[src/rtl/hashed_tag_membership_filter_assert.svh]
// assertion macros shared by the filter modules
`ifndef HASHED_TAG_MEMBERSHIP_FILTER_ASSERT_SVH
`define HASHED_TAG_MEMBERSHIP_FILTER_ASSERT_SVH

// same-cycle implication, disabled during reset
`define HTMF_ASSERT_IMP(lbl, ante, cons) \
    lbl: assert property (@(posedge clk) disable iff (!rst_n) (ante) |-> (cons)) \
        else $error("htmf same-cycle check failed");

// next-cycle implication, disabled during reset
`define HTMF_ASSERT_NXT(lbl, ante, cons) \
    lbl: assert property (@(posedge clk) disable iff (!rst_n) (ante) |=> (cons)) \
        else $error("htmf next-cycle check failed");

`endif

[src/rtl/htmf_pkg.sv]
package htmf_pkg;

    // default geometry
    localparam int DEF_BUCKET_BITS = 16;
    localparam int DEF_TAG_BITS    = 8;
    localparam int DEF_KEY_BYTES   = 33;

    // hash constants
    localparam logic [63:0] HASH_SEED = 64'h9e3779b97f4a7c15;
    localparam logic [63:0] MIX_C1    = 64'hff51afd7ed558ccd;
    localparam logic [63:0] MIX_C2    = 64'hc4ceb9fe1a85ec53;

    // opcodes
    localparam logic [1:0] OP_CLEAR  = 2'd0;
    localparam logic [1:0] OP_INSERT = 2'd1;
    localparam logic [1:0] OP_QUERY  = 2'd2;

    typedef struct packed {
        logic [1:0] opcode;
        logic [7:0] key_byte;
    } key_beat_t;

    typedef struct packed {
        logic        maybe_present;
        logic [15:0] bucket_index;
        logic [7:0]  tag_value;
    } result_beat_t;

    // controller to datapath
    typedef struct packed {
        logic absorb;       // fold input byte with acc into mix operand, start a mix
        logic prod;         // partial products of mix operand
        logic sel_c2;       // second mix constant
        logic sum;          // combine products, xor-shift
        logic commit;       // mix result back into acc
        logic premix;       // xor-shift before the finishing mix
        logic key_restart;  // acc to seed, position to zero
        logic rd;           // read bitmap word
        logic upd;          // set bit on insert, load result
        logic clr_start;    // rewind clear counter
        logic clr_step;     // zero one bitmap word
    } ctrl_cmd_t;

    // datapath to controller
    typedef struct packed {
        logic key_clear;    // opcode of waiting beat is clear
        logic final_key;    // byte being mixed ends the key
        logic clr_last;     // clear counter at last word
        logic out_free;     // result register can take a beat
    } dp_sts_t;

    function automatic logic [63:0] xs33(input logic [63:0] x);
        return x ^ (x >> 33);
    endfunction

endpackage

[src/rtl/htmf_ctrl.sv]
`include "hashed_tag_membership_filter_assert.svh"

module htmf_ctrl
    import htmf_pkg::*;
(
    input  logic      clk,
    input  logic      rst_n,
    input  logic      key_valid,
    output logic      key_stall,
    input  dp_sts_t   sts,
    output ctrl_cmd_t cmd
);

    localparam logic [3:0] S_CLEAR  = 4'd0;
    localparam logic [3:0] S_IDLE   = 4'd1;
    localparam logic [3:0] S_PROD1  = 4'd2;
    localparam logic [3:0] S_SUM1   = 4'd3;
    localparam logic [3:0] S_PROD2  = 4'd4;
    localparam logic [3:0] S_SUM2   = 4'd5;
    localparam logic [3:0] S_PREMIX = 4'd6;
    localparam logic [3:0] S_READ   = 4'd7;
    localparam logic [3:0] S_UPDATE = 4'd8;

    logic [3:0] state_reg;
    logic [3:0] state_next;
    logic       pass2_reg;
    logic       pass2_next;

    always_comb
    begin
        cmd        = '0;
        state_next = state_reg;
        pass2_next = pass2_reg;
        key_stall  = (state_reg != S_IDLE);
        unique case (state_reg)
            S_CLEAR:
            begin
                cmd.clr_step = 1'b1;
                if (sts.clr_last)
                begin
                    state_next = S_IDLE;
                end
            end
            S_IDLE:
            begin
                if (key_valid)
                begin
                    if (sts.key_clear)
                    begin
                        cmd.clr_start   = 1'b1;
                        cmd.key_restart = 1'b1;
                        state_next      = S_CLEAR;
                    end
                    else
                    begin
                        cmd.absorb = 1'b1;
                        state_next = S_PROD1;
                    end
                end
            end
            S_PROD1:
            begin
                cmd.prod   = 1'b1;
                state_next = S_SUM1;
            end
            S_SUM1:
            begin
                cmd.sum    = 1'b1;
                state_next = S_PROD2;
            end
            S_PROD2:
            begin
                cmd.prod   = 1'b1;
                cmd.sel_c2 = 1'b1;
                state_next = S_SUM2;
            end
            S_SUM2:
            begin
                cmd.sum = 1'b1;
                if (pass2_reg)
                begin
                    pass2_next = 1'b0;
                    state_next = S_READ;
                end
                else if (sts.final_key)
                begin
                    state_next = S_PREMIX;
                end
                else
                begin
                    cmd.commit = 1'b1;
                    state_next = S_IDLE;
                end
            end
            S_PREMIX:
            begin
                cmd.premix      = 1'b1;
                cmd.key_restart = 1'b1;
                pass2_next      = 1'b1;
                state_next      = S_PROD1;
            end
            S_READ:
            begin
                cmd.rd     = 1'b1;
                state_next = S_UPDATE;
            end
            S_UPDATE:
            begin
                if (sts.out_free)
                begin
                    cmd.upd    = 1'b1;
                    state_next = S_IDLE;
                end
            end
            default:
            begin
                state_next = S_CLEAR;
                pass2_next = 1'b0;
            end
        endcase
    end

    always_ff @(posedge clk or negedge rst_n)
    begin
        if (!rst_n)
        begin
            state_reg <= S_CLEAR;
            pass2_reg <= 1'b0;
        end
        else
        begin
            state_reg <= state_next;
            pass2_reg <= pass2_next;
        end
    end

    `HTMF_ASSERT_NXT(a_clear_enters_sweep, key_valid && !key_stall && sts.key_clear,
                     state_reg == S_CLEAR)
    `HTMF_ASSERT_IMP(a_upd_needs_room, cmd.upd, sts.out_free)
    `HTMF_ASSERT_IMP(a_one_datapath_op,
                     1'b1,
                     $onehot0({cmd.absorb, cmd.prod, cmd.sum, cmd.premix, cmd.rd, cmd.upd,
                               cmd.clr_step}))

endmodule

[config.mk]
export PLATFORM = sky130hd
export DESIGN_NAME = htmf_ctrl
export DESIGN_NICKNAME = d
export VERILOG_FILES = /design/src/rtl/htmf_pkg.sv /design/src/rtl/htmf_ctrl.sv
export VERILOG_INCLUDE_DIRS = /design/src /design/src/rtl
export SDC_FILE = /design/constraint.sdc
export NUM_CORES = 1
export LEC_CHECK = 0
export BUFFER_PORTS_ARGS = -buffer_cell sky130_fd_sc_hd__buf_2
export CAP_MARGIN = 25
export CORE_AREA = 2 2 39 41
export CTS_BUF_LIST = sky130_fd_sc_hd__clkbuf_8
export CTS_CLUSTER_DIAMETER = 200
export DETAILED_ROUTE_END_ITERATION = 7
export DIE_AREA = 0 0 41 43
export SYNTH_ARGS = -nofsm -noshare
export SYNTH_HDL_FRONTEND = slang
export SYNTH_SLANG_ARGS = --single-unit
[constraint.sdc]
create_clock -name clk -period 1.6 [get_ports clk]
set_input_delay 0.08 -clock clk [delete_from_list [all_inputs] [get_ports clk]]
set_output_delay 0.08 -clock clk [all_outputs]
set_load 0.01 [all_outputs]
==> impl_metrics.py <==
metrics = {
    "synth": {
        "syn_area_per_cell_um2": 8.303,
        "ys_ff_latch": 5,
        "syn_inst": 55,
        "ys_types": 28,
        "synth_nets": 62,
        "synth_top_area_share_pct": 27.40,
        "synth.largest_area_cell": "dfrtp_1",
        "seq_area_frac_synth_pct": 27.40,
        "synthesis.area_um2": 456.7,
        "ys_top_cells_by_area": "dfrtp_1 (27%), nor3_1 (6.6%), nor2b_1 (5.5%)",
        "synth_edf_count": 0,
        "synthArstFlopShare_pct": 100.0,
        "ys.flop_type": "dfrtp_1",
        "ys_warn_count": 0,
    },
    "routing": {
        "drc_errors": 0,
        "drtIter0Drc": 11,
        "ant_nets": 0,
        "viasPerCell": 4.967,
        "drtPass1Iterations": 3,
        "avgRoutedWirePerCell_um": 11.38,
        "routed_wl_um": 1047,
        "vias": 457,
    },
    "clock_network": {
        "cts.htree.levels": 1,
        "cts.sinks": 5,
        "clock_path_buffers": 2,
        "root_buffer": "clkbuf_8",
        "worstSkewPairLatency_ns": 0.22,
        "cts_buffers": 3,
        "cts_tree": "done",
        "clk_pin_slew_worst_paths_ns": 0.03,
    },
    "timing": {
        "relSlewSlack_pct": 80.43,
        "tightest_slew_ns": 0.2928,
        "setup_viol": 0,
        "min_period_over_period_pct": 91.66,
        "finalSetupTns_ns": 0,
        "fmax_mhz": 681.8,
        "hold_viol": 0,
        "worst_clock_skew_ns": 0.0002501,
        "rsz0062_at_grt": "no",
        "period_minus_slack_ns": 1.467,
        "report.final.slew_viol_count": 0,
    },
    "layout": {
        "layout_common_cells": "buf_2 (18), nor3_1 (6), nor2_1 (5), inv_1 (5), dfrtp_1 (4)",
        "drive_gt1_share_pct": 40.79,
        "largest_reg_flops": 4,
        "n_antenna_cell": 0,
        "layout_commonest_cell": "buf_2",
        "fin_nets": 84,
        "area_growth_syn_to_layout_pct": 35.34,
        "fillers": 149,
    },
    "global_route": {
        "grt_usage_pct": 13.48,
        "grt_pass1_vias": 388,
        "antenna_found_initial": 0,
        "grt_pass1_wl_um": 1690,
        "overflow": 0,
        "grt_start_max_net_pins": 14,
    },
    "placed_design": {
        "port-buffer-count": 18,
        "place_congestion": 0.7097,
        "hpwl_um": 845.7,
    },
    "setup_path": {
        "endpoint_kind": "primary output",
        "critPathMaxStageDelay_ns": 0.49,
        "cp.arrival_ns": 1.39,
        "worstSetupStartpointType": "flop",
        "worstPathCellList": "nor2b_2 -> nor4b_1 -> buf_2",
        "crit_path_top_delay_cell": "dfrtp_1",
        "worstPathRequired_ns": 1.52,
        "critPathKind": "reg2out",
        "cp_max_fo": 10,
    },
    "run_status": {
        "status": "complete, no violations",
    },
    "die": {
        "die_area_um2": 1763,
        "start_util_pct": 33.00,
        "core_um2": 1384,
        "die_h_um": 43,
        "io-pin-count": 19,
        "num_rows": 14,
        "die_w_um": 41,
    },
    "power": {
        "pwr_density_cell_nw_per_um2": 1702,
        "power_uw": 1052,
        "leakage_uw": 0.0003029,
        "vdd_drop_max_mv": 0.6844,
    },
    "run": {
        "maxCapViolCount": 0,
    },
    "hold_path": {
        "min_path_type": "in2reg",
    },
}
## cell type report
| class | instances | area, um^2 | share of cell area [%] |
|---|---|---|---|
| sequential | 5 | 126.4 | 20.45 |
| clock buffer | 3 | 41.29 | 6.680 |
| clock inverter | 1 | 3.754 | 0.6073 |
| timing repair buffer | 22 | 122.6 | 19.84 |
| multi-input combinational | 41 | 289.0 | 46.76 |
| tap | 16 | 20.02 | 3.239 |
| inverter | 4 | 15.01 | 2.429 |
## where the power goes
part           total, uW  switching [uW]  internal (uW)
registers            274             103            171
logic                557             277            280
clock network        221            57.3            164
## per-stage QoR
| step | setup WS, ns | hold WS [ns] | util, % | area, um^2 | cells |
|---|---|---|---|---|---|
| 3_5_place_dp | 0.1767 | -0.09998 | 40.42 | 559.3 | 87 |
| 6_report | 0.1334 | 0.1194 | 44.67 | 618.1 | 92 |
| 4_1_cts | 0.06217 | 0.1222 | 44.39 | 614.3 | 92 |
| 5_1_grt | 0.007102 | 0.1244 | 44.67 | 618.1 | 92 |
| 2_1_floorplan | 0.3701 | -0.2156 | - | 456.7 | 55 |
| 3_3_place_gp | 0.2017 | -0.09356 | 40.42 | 559.3 | 87 |
## metal layers
layer / vias to the layer above / track usage, % / wire, um
met3: 0 / 3.141 / 49
met5: - / 0 / 0
met1: 203 / 20.20 / 507
met2: 11 / 19.69 / 490
li1: 243 / - / -
met4: 0 / 2.000 / 0
## timing repair
| action | CTS | global route |
|---|---|---|
| gates resized for setup | 0 | 2 |
| hold buffers | 1 | 0 |
| endpoints found under the setup margin | 0 | 4 |
| setup buffers | 0 | 0 |
| endpoints found under the hold margin | 5 | 0 |
## worst max-delay path, delay by kind of cell, from the launching register on
family,cells,cell delay [ns]
flops,1,0.49
simple gates,2,0.50
buf+inv,1,0.18
## cells in the mapped netlist, types with 2 or more instances
cell and number:
o21a_1 3, inv_1 4, nor3_1 6, nor2_1 5
a31oi_1 2, nand2_1 3, buf_2 3, buf_4 2
nor2b_1 4, dfrtp_1 5
## cell families (layout without fill, tap and decap cells)
logic type,Yosys count,after routing,synth area share (%)
simple gates,27,27,36.71
fa+ha+maj,1,1,2.466
flops,5,5,27.40
buf+inv,9,30,9.860
xor+xnor,1,1,1.918
compound gates,12,12,21.64
## path summary, 6_finish.rpt
path / startpoint / to / slack, ns / cells past startpoint
worst max-delay path: state_reg[0]$_DFFE_PN0P_ / cmd[6] / 0.13 / 3
worst min-delay path: key_valid / state_reg[0]$_DFFE_PN0P_ / 0.12 / 2
worst max register to register: state_reg[3]$_DFFE_PN0P_ / state_reg[0]$_DFFE_PN0P_ / 0.24 / 3
worst min register to register: pass2_reg$_DFFE_PN0N_ / pass2_reg$_DFFE_PN0N_ / 0.58 / 1
max in group asynchronous: rst_n / state_reg[2]$_DFFE_PN0P_ / 1.25 / 2
min in group asynchronous: rst_n / state_reg[3]$_DFFE_PN0P_ / 0.21 / 2
No activity file was read; power rests on OpenSTA's default activity.
